$ cat src/design/sss_pkg.sv
`timescale 1ns / 1ps
// Shared types, constants and decode functions of the seven-segment scan driver.
// Depends on nothing; every other design file uses it.
package sss_pkg;

	localparam int NumDigits   = 4;
	localparam int CodeW       = 4;
	localparam int PosW        = 2;
	localparam int HoldW       = 8;
	localparam int NumberW     = 16;
	localparam int SegW        = 8;
	localparam int ValueW      = 14;
	localparam int PartW       = 7;
	localparam int ApbDataW    = 32;
	localparam int ApbAddrW    = 3;

	localparam logic [CodeW-1:0]   BlankCode   = 4'd10;
	localparam logic [ValueW-1:0]  MaxValue    = 14'd9999;
	localparam logic [PartW-1:0]   TensLimit   = 7'd10;
	localparam logic [HoldW-1:0]   HoldReset   = 8'd3;
	localparam logic [HoldW-1:0]   HoldMax     = 8'hFF;
	localparam logic [NumDigits-1:0] PointReset = 4'b1000;
	localparam logic [NumDigits-1:0] PointLoad  = 4'b0100;

	// Register indexes, taken from paddr above the byte offset.
	typedef enum logic {
		REG_HOLD_TICKS = 1'b0
	} reg_idx_t;

	typedef logic [CodeW-1:0] code_t;

	typedef struct packed {
		logic                        cmd;
		logic [NumDigits-1:0][CodeW-1:0] codes;
	} item_t;

	localparam logic CmdSet  = 1'b0;
	localparam logic CmdTick = 1'b1;

	// Quotient by ten for values up to 99, by reciprocal multiplication.
	function automatic logic [CodeW-1:0] div10(input logic [PartW-1:0] x);
		logic [13:0] p;
		p = {7'b0, x} * 14'd103;
		return p[13:10];
	endfunction

	function automatic logic [CodeW-1:0] mod10(input logic [PartW-1:0] x);
		logic [PartW-1:0] q;
		logic [PartW-1:0] t;
		q = {3'b0, div10(x)};
		t = x - ((q << 3) + (q << 1));
		return t[CodeW-1:0];
	endfunction

	// Active-high segments A..G for one digit code; codes above nine are dark.
	function automatic logic [6:0] seg_decode(input code_t code);
		logic [6:0] s;
		case (code)
			4'd0: s = 7'h3F;
			4'd1: s = 7'h06;
			4'd2: s = 7'h5B;
			4'd3: s = 7'h4F;
			4'd4: s = 7'h66;
			4'd5: s = 7'h6D;
			4'd6: s = 7'h7D;
			4'd7: s = 7'h07;
			4'd8: s = 7'h7F;
			4'd9: s = 7'h6F;
			default: s = 7'h00;
		endcase
		return s;
	endfunction

endpackage

$ cat src/design/sss_if.sv
`timescale 1ns / 1ps
// Valid/ready channel interfaces for command items and display results.
// Depends on sss_pkg for field widths.
interface sss_req_if;
	logic                          valid;
	logic                          ready;
	logic                          cmd;
	logic [sss_pkg::NumberW-1:0]   number;
	modport source (output valid, output cmd, output number, input ready);
	modport sink (input valid, input cmd, input number, output ready);
endinterface

interface sss_rsp_if;
	logic                          valid;
	logic                          ready;
	logic [sss_pkg::SegW-1:0]      seg_drive_n;
	logic [sss_pkg::NumDigits-1:0] digit_select;
	modport source (output valid, output seg_drive_n, output digit_select, input ready);
	modport sink (input valid, input seg_drive_n, input digit_select, output ready);
endinterface

$ cat src/design/four_digit_sevenseg_scan_driver_unit.sv
`timescale 1ns / 1ps
// Four-digit seven-segment scan driver: a command passes the input, split and result
// registers to its result transfer; one command is taken every cycle unless the result
// channel stalls, as set by the three-stage split/update pipeline with per-stage stall.
// Asynchronous active-low reset empties the pipeline, blanks the two left digits,
// shows zero on the right two with the point on the rightmost, and sets hold_ticks to 3.
module four_digit_sevenseg_scan_driver_unit (
	input  logic                         clk,
	input  logic                         arst_n,
	sss_req_if.sink                      req,
	sss_rsp_if.source                    rsp,
	input  logic                         psel,
	input  logic                         penable,
	input  logic                         pwrite,
	input  logic [sss_pkg::ApbAddrW-1:0] paddr,
	input  logic [sss_pkg::ApbDataW-1:0] pwdata,
	output logic [sss_pkg::ApbDataW-1:0] prdata,
	output logic                         pready
);
	import sss_pkg::*;

	logic             take;
	logic             valid_s2;
	item_t            item;
	logic [HoldW-1:0] hold_ticks;

	sss_apb u_apb (
		.clk        (clk),
		.arst_n     (arst_n),
		.psel       (psel),
		.penable    (penable),
		.pwrite     (pwrite),
		.paddr      (paddr),
		.pwdata     (pwdata),
		.prdata     (prdata),
		.pready     (pready),
		.hold_ticks (hold_ticks)
	);

	sss_split u_split (
		.clk      (clk),
		.arst_n   (arst_n),
		.req      (req),
		.take     (take),
		.valid_s2 (valid_s2),
		.item     (item)
	);

	sss_scan u_scan (
		.clk        (clk),
		.arst_n     (arst_n),
		.valid_s2   (valid_s2),
		.item       (item),
		.hold_ticks (hold_ticks),
		.take       (take),
		.rsp        (rsp)
	);
endmodule

$ cat src/design/sss_apb.sv
`timescale 1ns / 1ps
// APB register block holding the hold_ticks scan period.
// Depends on sss_pkg.
module sss_apb (
	input  logic                         clk,
	input  logic                         arst_n,
	input  logic                         psel,
	input  logic                         penable,
	input  logic                         pwrite,
	input  logic [sss_pkg::ApbAddrW-1:0] paddr,
	input  logic [sss_pkg::ApbDataW-1:0] pwdata,
	output logic [sss_pkg::ApbDataW-1:0] prdata,
	output logic                         pready,
	output logic [sss_pkg::HoldW-1:0]    hold_ticks
);
	import sss_pkg::*;

	logic [HoldW-1:0] hold_ticks_q;
	reg_idx_t         idx;

	assign idx    = reg_idx_t'(paddr[ApbAddrW-1]);
	assign pready = 1'b1;

	always_ff @(posedge clk or negedge arst_n) begin
		if (!arst_n) begin
			hold_ticks_q <= HoldReset;
		end else if (psel && penable && pwrite && pready && idx == REG_HOLD_TICKS) begin
			hold_ticks_q <= pwdata[HoldW-1:0];
		end
	end

	always_comb begin
		prdata = '0;
		case (idx)
			REG_HOLD_TICKS: prdata = {{(ApbDataW-HoldW){1'b0}}, hold_ticks_q};
			default:        prdata = '0;
		endcase
	end

	assign hold_ticks = hold_ticks_q;
endmodule

$ cat src/design/sss_split.sv
`timescale 1ns / 1ps
// Input register and decimal split: clamps the number and breaks it into digit codes.
// Depends on sss_pkg and sss_if.
module sss_split (
	input  logic          clk,
	input  logic          arst_n,
	sss_req_if.sink       req,
	input  logic          take,
	output logic          valid_s2,
	output sss_pkg::item_t item
);
	import sss_pkg::*;

	logic              valid_s1;
	logic              cmd_s1;
	logic [ValueW-1:0] value_s1;
	logic              cmd_s2;
	logic [PartW-1:0]  hund_s2;
	logic [PartW-1:0]  rest_s2;
	logic              en_s1;
	logic              en_s2;
	logic [ValueW-1:0] clamped;
	logic [26:0]       prod;
	logic [PartW-1:0]  hund;
	logic [ValueW-1:0] rest;

	assign en_s2     = !valid_s2 || take;
	assign en_s1     = !valid_s1 || en_s2;
	assign req.ready = en_s1;

	always_comb begin
		if (req.number[NumberW-1]) begin
			clamped = '0;
		end else if (req.number > {2'b0, MaxValue}) begin
			clamped = MaxValue;
		end else begin
			clamped = req.number[ValueW-1:0];
		end
	end

	// Quotient by one hundred, exact for every value up to 9999.
	assign prod = {13'b0, value_s1} * 27'd5243;
	assign hund = prod[25:19];
	assign rest = value_s1 - ({7'b0, hund} * 14'd100);

	always_ff @(posedge clk or negedge arst_n) begin
		if (!arst_n) begin
			valid_s1 <= 1'b0;
			valid_s2 <= 1'b0;
		end else begin
			if (en_s1) begin
				valid_s1 <= req.valid;
			end
			if (en_s2) begin
				valid_s2 <= valid_s1;
			end
		end
	end

	always_ff @(posedge clk) begin
		if (en_s1 && req.valid) begin
			cmd_s1   <= req.cmd;
			value_s1 <= clamped;
		end
		if (en_s2 && valid_s1) begin
			cmd_s2  <= cmd_s1;
			hund_s2 <= hund;
			rest_s2 <= rest[PartW-1:0];
		end
	end

	always_comb begin
		item.cmd      = cmd_s2;
		item.codes[0] = (hund_s2 < TensLimit) ? BlankCode : div10(hund_s2);
		item.codes[1] = mod10(hund_s2);
		item.codes[2] = div10(rest_s2);
		item.codes[3] = mod10(rest_s2);
	end
endmodule

$ cat src/design/sss_scan.sv
`timescale 1ns / 1ps
// Display state, scan timer, segment decode and the result register.
// Depends on sss_pkg and sss_if.
module sss_scan (
	input  logic                      clk,
	input  logic                      arst_n,
	input  logic                      valid_s2,
	input  sss_pkg::item_t            item,
	input  logic [sss_pkg::HoldW-1:0] hold_ticks,
	output logic                      take,
	sss_rsp_if.source                 rsp
);
	import sss_pkg::*;

	logic [NumDigits-1:0][CodeW-1:0] codes_q;
	logic [NumDigits-1:0][CodeW-1:0] codes_d;
	logic [NumDigits-1:0]            points_q;
	logic [NumDigits-1:0]            points_d;
	logic [PosW-1:0]                 pos_q;
	logic [PosW-1:0]                 pos_d;
	logic [HoldW-1:0]                cnt_q;
	logic [HoldW-1:0]                cnt_d;
	logic [HoldW-1:0]                limit;
	logic [HoldW:0]                  cnt_inc;
	logic                            out_valid_q;
	logic [SegW-1:0]                 seg_q;
	logic [NumDigits-1:0]            sel_q;
	logic                            fire;
	logic [6:0]                      lit;

	assign take = !out_valid_q || rsp.ready;
	assign fire = take && valid_s2;

	assign limit   = (hold_ticks == '0) ? {{(HoldW-1){1'b0}}, 1'b1} : hold_ticks;
	assign cnt_inc = {1'b0, cnt_q} + {{HoldW{1'b0}}, 1'b1};

	always_comb begin
		codes_d  = codes_q;
		points_d = points_q;
		pos_d    = pos_q;
		cnt_d    = cnt_q;
		if (item.cmd == CmdSet) begin
			codes_d  = item.codes;
			points_d = PointLoad;
		end else if (cnt_q == HoldMax || cnt_inc >= {1'b0, limit}) begin
			cnt_d = '0;
			pos_d = pos_q + {{(PosW-1){1'b0}}, 1'b1};
		end else begin
			cnt_d = cnt_inc[HoldW-1:0];
		end
	end

	assign lit = seg_decode(codes_d[pos_d]);

	always_ff @(posedge clk or negedge arst_n) begin
		if (!arst_n) begin
			codes_q     <= {4'd0, 4'd0, BlankCode, BlankCode};
			points_q    <= PointReset;
			pos_q       <= '0;
			cnt_q       <= '0;
			out_valid_q <= 1'b0;
		end else begin
			if (fire) begin
				codes_q  <= codes_d;
				points_q <= points_d;
				pos_q    <= pos_d;
				cnt_q    <= cnt_d;
			end
			if (take) begin
				out_valid_q <= valid_s2;
			end
		end
	end

	always_ff @(posedge clk) begin
		if (fire) begin
			seg_q <= ~{points_d[pos_d], lit};
			sel_q <= {{(NumDigits-1){1'b0}}, 1'b1} << pos_d;
		end
	end

	assign rsp.valid        = out_valid_q;
	assign rsp.seg_drive_n  = seg_q;
	assign rsp.digit_select = sel_q;
endmodule

$ cat src/flat_wrapper.sv
// flat-port wrapper written by rule: the top's interface ports become plain ports
module four_digit_sevenseg_scan_driver_unit_flat import sss_pkg::*;
  (clk, arst_n, psel, penable, pwrite, paddr, pwdata, prdata, pready, req_valid, req_cmd, req_number, req_ready, rsp_valid, rsp_seg_drive_n, rsp_digit_select, rsp_ready);
  sss_req_if req_i ();
  sss_rsp_if rsp_i ();
  input  logic clk;
  input  logic arst_n;
  input  logic psel;
  input  logic penable;
  input  logic pwrite;
  input  logic [sss_pkg::ApbAddrW-1:0] paddr;
  input  logic [sss_pkg::ApbDataW-1:0] pwdata;
  output logic [sss_pkg::ApbDataW-1:0] prdata;
  output logic pready;
  input wire logic [$bits(req_i.valid)-1:0] req_valid;
  input wire logic [$bits(req_i.cmd)-1:0] req_cmd;
  input wire logic [$bits(req_i.number)-1:0] req_number;
  output wire logic [$bits(req_i.ready)-1:0] req_ready;
  output wire logic [$bits(rsp_i.valid)-1:0] rsp_valid;
  output wire logic [$bits(rsp_i.seg_drive_n)-1:0] rsp_seg_drive_n;
  output wire logic [$bits(rsp_i.digit_select)-1:0] rsp_digit_select;
  input wire logic [$bits(rsp_i.ready)-1:0] rsp_ready;
  assign req_i.valid = req_valid;
  assign req_i.cmd = req_cmd;
  assign req_i.number = req_number;
  assign req_ready = req_i.ready;
  assign rsp_valid = rsp_i.valid;
  assign rsp_seg_drive_n = rsp_i.seg_drive_n;
  assign rsp_digit_select = rsp_i.digit_select;
  assign rsp_i.ready = rsp_ready;
  four_digit_sevenseg_scan_driver_unit u_core (.clk(clk), .arst_n(arst_n), .req(req_i), .rsp(rsp_i), .psel(psel), .penable(penable), .pwrite(pwrite), .paddr(paddr), .pwdata(pwdata), .prdata(prdata), .pready(pready));
endmodule
$ cat config.mk
export PLATFORM = sky130hd
export DESIGN_NAME = four_digit_sevenseg_scan_driver_unit_flat
export DESIGN_NICKNAME = d
export VERILOG_FILES = /design/src/design/sss_pkg.sv /design/src/design/sss_if.sv /design/src/design/four_digit_sevenseg_scan_driver_unit.sv /design/src/design/sss_apb.sv /design/src/design/sss_split.sv /design/src/design/sss_scan.sv /design/src/flat_wrapper.sv
export SDC_FILE = /design/constraint.sdc
export NUM_CORES = 1
export LEC_CHECK = 0
export ABC_AREA = 1
export BUFFER_PORTS_ARGS = -buffer_cell sky130_fd_sc_hd__buf_2
export CAP_MARGIN = 20
export CELL_PAD_IN_SITES_DETAIL_PLACEMENT = 1
export CELL_PAD_IN_SITES_GLOBAL_PLACEMENT = 1
export CORE_MARGIN = 2
export CORE_UTILIZATION = 40
export DETAILED_ROUTE_END_ITERATION = 10
export PLACE_DENSITY_LB_ADDON = 0.25
export SLEW_MARGIN = 20
export SYNTH_ARGS = -nofsm -noshare
export SYNTH_HDL_FRONTEND = slang
export SYNTH_SLANG_ARGS = --single-unit
$ cat constraint.sdc
create_clock -name clk -period 5.6 [get_ports clk]
set_input_delay 0.28 -clock clk [delete_from_list [all_inputs] [get_ports clk]]
set_output_delay 0.28 -clock clk [all_outputs]
set_load 0.005 [all_outputs]
==> metrics.txt, run 1 <==
Via-to-Cell Ratio=4.85; critical path start-end classification=reg2reg; CP arrival=5.55 ns; reg-to-reg critical path endpoint=u_core.u_split.rest_s2[6]$_DFFE_PP_; fraction of layout cells with a size suffix above 1=14.7%; ratio of final minimum period to clock period=97.0%; number of synthesized flops with an enable pin=42; Fmax=184 MHz; number of synthesized register bits=83; CTS buffer count=9; clock root buffer=clkbuf_16; initial drt markers=289; outcome=finished clean; Worst-path clk slew=0.08 ns; Core Footprint=25200 um^2; syn_area_per_cell=8.42 um^2; Crit path required time=5.72 ns; clock sinks=83; Initial Util=40.8%; Detailed Route WL=25900 um; post-route setup TNS=0 ns; Hold Crit Class=in2async; initial antenna violation count=0; routability cong.=0.825; most common cell after layout, fill and taps aside=inv_1; Least-Margin Pin Slew=0.978 ns; IO buf count=54; Final Instance Area=11700 um^2; Final setup viols=0; num rows=58; crit start category=flop; Routed Antenna Nets=0; CTS Buffer Depth=2; vias=8017; Most common cell on crit path=nand2_1; Final nets=1650; remaining global-route overflow=0; sequential cell area fraction in the yosys report=22.3%; Mapped Cells=1222; ys async rst share=49.4%; Primary FF master, synth=edfxtp_1; Die W=164 um; FF-to-FF Start=u_core.u_split.value_s1[8]$_SDFFCE_PP0P_; slew margin rel.=34.8%; CTS tree=yes; CP Max Fanout=5; most frequent cells in the layout=246 x inv_1, 242 x nand2_1, 179 x ha_1; Critical Path Sink Type=flop; die height=164 um; Post-route DRC=0; worst r2r path cells=25; max_cap viols=0; gr usage total=19.5%; clock latency on the worst-skew pair=0.37 ns; Hold Vio Cnt, Final=0; largest net degree at the start of global routing=42; max-slew violation count=0; # diodes=0; CTS H-tree depth=3; crit path time final=5.43 ns; yosys warns=0; placed cell areas=10900 um^2; Distinct cells, synth=46; final core occ=46.5%; first-pass GRT wire length=41200 um; Mapped Area=10300 um^2; skew final=0.0110 ns; Post-DP HPWL=21000 um; Die ar.=27000 um^2; Largest stage delay, worst path=0.55 ns; Layout area overhead=13.9%; vias in the first global route=8445; Ports=106; wire length per cell=15.7 um; drt first pass iters=4; critical path's slowest cell=fa_1; FF-to-FF setup slack=0.17 ns
how the worst max path moves through the flow:
stage / startpoint / endpoint / slack (ns) / cells past startpoint
after floorplan: u_core.u_split.value_s1[9]$_SDFFCE_PP0P_ / u_core.u_split.rest_s2[6]$_DFFE_PP_ / 0.45 / 25
after global placement: u_core.u_split.value_s1[9]$_SDFFCE_PP0P_ / u_core.u_split.rest_s2[6]$_DFFE_PP_ / 0.11 / 25
after detailed placement: u_core.u_split.value_s1[9]$_SDFFCE_PP0P_ / u_core.u_split.rest_s2[6]$_DFFE_PP_ / -0.03 / 24
after CTS: u_core.u_split.value_s1[8]$_SDFFCE_PP0P_ / u_core.u_split.rest_s2[6]$_DFFE_PP_ / 0.01 / 24
after global routing: u_core.u_split.value_s1[8]$_SDFFCE_PP0P_ / u_core.u_split.rest_s2[6]$_DFFE_PP_ / -0.07 / 25
final: u_core.u_split.value_s1[8]$_SDFFCE_PP0P_ / u_core.u_split.rest_s2[6]$_DFFE_PP_ / 0.17 / 25
per-stage QoR:
| step | instances | setup slack (ns) | hold slack (ns) |
|---|---|---|---|
| 3_3_place_gp | 1607 | 0.113 | 0.407 |
| 6_report | 1652 | 0.170 | 0.0763 |
| 5_1_grt | 1652 | -0.0726 | 0.0924 |
| 4_1_cts | 1631 | 0.0111 | 0.0937 |
| 3_5_place_dp | 1607 | -0.0277 | 0.418 |
| 2_1_floorplan | 1245 | 0.450 | -0.0156 |
sequential cells by signal, indices dropped and copies added (netlist names), 2 cells and up:
name and count:
u_core.u_split.value_s1 14, u_core.u_scan.cnt_q 8, u_core.u_scan.rsp.digit_select 4, u_core.u_apb.hold_ticks 8, u_core.u_scan.pos_q 2, u_core.u_scan.rsp.seg_drive_n 8
u_core.u_scan.points_q 4, u_core.u_split.rest_s2 7, u_core.u_split.hund_s2 7, u_core.u_scan.codes_q 16
Yosys cell counts (2+ instances only):
library cell,count,share of area (%)
nand3_1,49,2.4
xor2_4,2,0.54
o21ai_0,41,2.0
a21o_1,2,0.15
dfrtp_1,34,8.3
a21oi_1,40,1.9
a31oi_1,2,0.12
nand2_4,4,0.44
nand2_1,247,9.0
nor3_1,5,0.24
conb_1,2,0.073
xnor2_1,9,0.77
and2_1,2,0.12
fa_1,79,15
inv_2,5,0.18
nor2_1,89,3.2
inv_1,251,9.2
dfstp_2,7,1.8
buf_4,25,1.8
or2_2,2,0.12
nand4_1,19,1.2
nand2_2,9,0.55
clkbuf_1,6,0.22
nand3_2,2,0.19
o22ai_1,7,0.43
ha_1,195,24
o21bai_1,5,0.37
xor2_1,16,1.4
buf_2,3,0.15
nand3b_1,4,0.29
o21a_1,2,0.15
edfxtp_1,42,12
o21ai_1,2,0.097
repair_timing:
item                                    CTS  global route
hold buffers                              0             0
cloned                                    0             0
pin swaps                                 4            29
gates resized for setup                   3            53
endpoints found under the setup margin    1             5
buffers inserted                          8            21
layout make-up:
class | instances | area [um^2]
fillers | 3044 | 13500
clock buffers | 9 | 225
multi-input cells | 870 | 7150
inverters | 256 | 961
repair buffers | 97 | 608
flip-flops and latches | 83 | 2300
clock inverters | 7 | 67.6
well taps | 330 | 413
layer usage:
metal	wire length (um)	track usage, %	part of all wire [%]	vias up
met5	0	0	0	-
met4	523	5.46	2.0	0
met3	594	2.65	2.3	30
met2	13800	36.1	53	86
met1	11000	23.4	42	3895
li1	-	-	-	4006
critical path, delay by kind of cell (launching register included):
kind | cells | cell delay, ns
flip-flops | 1 | 0.51
buffers and inverters | 6 | 0.64
AND/OR/NAND/NOR | 12 | 1.41
AO/OA/AOI/OAI | 1 | 0.07
adder cells (fa/ha/maj) | 6 | 2.56
cells by family (layout without fill, tap and decap cells):
kind of cell	count (synthesis)	count (layout)	share of synthesized area, %
multiplexers	1	1	0.0973
flip-flops	83	83	22.3
other	2	25	0.0730
adder cells (fa/ha/maj)	274	274	39.1
XOR/XNOR	27	27	2.66
AND/OR/NAND/NOR	437	437	18.3
buffers and inverters	292	369	11.8
AO/OA/AOI/OAI	106	106	5.64
Power of run 1 is left out: the tool's default activity adds up to more than one toggle a clock period on the data nets, which glitch-free logic cannot reach.
==> run 2, diff against run 1 <==
Settings changed: CORE_UTILIZATION 40 to 42, GPL_ROUTABILITY_DRIVEN from default to 0.
==> metrics.txt, run 2 (synthesis results as in run 1) <==
fraction of layout cells with a size suffix above 1=14.8%; slew margin rel.=31.1%; Fmax=177 MHz; CTS tree=yes; drt first pass iters=4; CTS buffer count=9; Detailed Route WL=27100 um; vias=8139; crit path time final=5.64 ns; die height=160 um; Via-to-Cell Ratio=4.94; CP arrival=5.76 ns; # diodes=0; biggest regs=u_core.u_scan.codes_q x16, u_core.u_split.value_s1 x14; most common cell after layout, fill and taps aside=nand2_1; critical path start-end classification=reg2reg; worst hold slack=0.0985 ns; Ports=106; Buf+Inv Stages, Crit Path=5; crit start category=flop; Initial Util=42.5%; Layout area overhead=14.1%; Worst-path clk slew=0.07 ns; delay-heaviest family, CP=adder cells; dpl ws=0.00706 ns; Post-route DRC=0; clock root buffer=clkbuf_16; final core occ=48.5%; Largest stage delay, worst path=0.59 ns; CTS Buffer Depth=2; initial drt markers=210; Post-CTS Hold Fix Bufs=0; Die ar.=25800 um^2; number of flip-flops in the largest register=16; Final nets=1650; Reg with most FFs=u_core.u_scan.codes_q; Setup WS post-layout=-0.0408 ns; Routed Antenna Nets=0; clock sinks=83; largest net degree at the start of global routing=42; num rows=57; outcome=finished, violations left; Critical Path Stages=22; CP Max Fanout=6; critical path's slowest cell=edfxtp_1; failing checks=negative setup slack; gr usage total=20.4%; CTS H-tree depth=3; Core Footprint=24200 um^2; Post-DP HPWL=20900 um; max-slew violation count=0; wire length per cell=16.4 um; most frequent cells in the layout=244 x nand2_1, 239 x inv_1, 175 x ha_1; vias in the first global route=8564; worst r2r path cells=22; first-pass GRT wire length=42000 um; ratio of final minimum period to clock period=101%; initial antenna violation count=0; Filler cells=2905; Die W=160 um; Hold Crit Class=in2async; clock latency on the worst-skew pair=0.36 ns; remaining global-route overflow=0; IO buf count=54; unrepaired setup endpoints after global routing=yes; max_cap viols=0; Final setup viols=1; FF-to-FF setup slack=-0.04 ns; Least-Margin Pin Slew=1.03 ns; skew final=0.00643 ns; Hold Vio Cnt, Final=0; Critical Path Sink Type=flop; crit-path cells=buf_6 > fa_1 > ha_2 > fa_1 > fa_1 > inv_1 > fa_1 > inv_1 > ha_4 > nand2_1 > nor4_1 > nand2_1 > nand3_1 > nand2_4 > ha_2 > fa_1 > inv_2 > nand3_1 > nand2_1 > inv_1 > nand2_1 > nand2_1; Crit path required time=5.72 ns
run 2: changes by cell type in the layout (fill, tap and decap cells not counted), sizes merged:
| cell | previous run | this run |
|---|---|---|
| clkinvlp | 1 | 2 |
| inv | 261 | 260 |
run 2: final timing paths:
path / from / endpoint
worst max-delay path: u_core.u_split.value_s1[7]$_SDFFCE_PP0P_ / u_core.u_split.rest_s2[6]$_DFFE_PP_
worst min-delay path: arst_n / u_core.u_scan.codes_q[9]$_DFFE_PN0P_
worst max register to register: u_core.u_split.value_s1[7]$_SDFFCE_PP0P_ / u_core.u_split.rest_s2[6]$_DFFE_PP_
worst min register to register: u_core.u_split.cmd_s1$_DFFE_PP_ / u_core.u_split.cmd_s2$_DFFE_PP_
max in group asynchronous: arst_n / u_core.u_split.valid_s2$_DFFE_PN0P_
min in group clk: req_cmd / u_core.u_split.cmd_s1$_DFFE_PP_
run 2: layout make-up:
cell class | instances | area (um^2) | area share [%]
multi-input cells | 870 | 7160 | 61.0
flip-flops and latches | 83 | 2300 | 19.6
inverters | 256 | 967 | 8.24
repair buffers | 97 | 612 | 5.22
well taps | 324 | 405 | 3.46
clock buffers | 9 | 225 | 1.92
clock inverters | 7 | 67.6 | 0.576
run 2: worst reg2reg max path, stage by stage, from the launching register on:
cell      delay, ns
edfxtp_1       0.59
buf_6          0.22
fa_1           0.51
ha_2           0.22
fa_1           0.49
fa_1           0.51
inv_1          0.07
fa_1           0.53
inv_1          0.06
ha_4           0.27
nand2_1        0.14
nor4_1         0.37
nand2_1        0.13
nand3_1        0.17
nand2_4        0.11
ha_2           0.21
fa_1           0.38
inv_2          0.09
nand3_1        0.08
nand2_1        0.12
inv_1          0.05
nand2_1        0.05
nand2_1        0.04
run 2: repair_timing:
action,in CTS,in global routing
resized for setup,1,58
setup buffers,5,26
endpoints found under the setup margin,1,6
pin swaps,0,34
run 2: metal layers:
| metal | vias up | routed length [um] | global-route usage, % |
|---|---|---|---|
| met1 | 3979 | 11700 | 25.2 |
| met2 | 106 | 14000 | 38.0 |
| met3 | 42 | 583 | 2.32 |
| li1 | 4012 | - | - |
| met5 | - | 0 | 0 |
| met4 | 0 | 789 | 4.87 |
run 2: stage by stage:
step                      cells  setup TNS, ns  instance area [um^2]
after global placement     1598              0                 10900
after global routing       1646         -0.257                 11700
after CTS                  1619              0                 11200
after floorplan            1245              0                 10400
after detailed placement   1598              0                 10900
final                      1646        -0.0408                 11700
Power of run 2 is left out for the same reason.
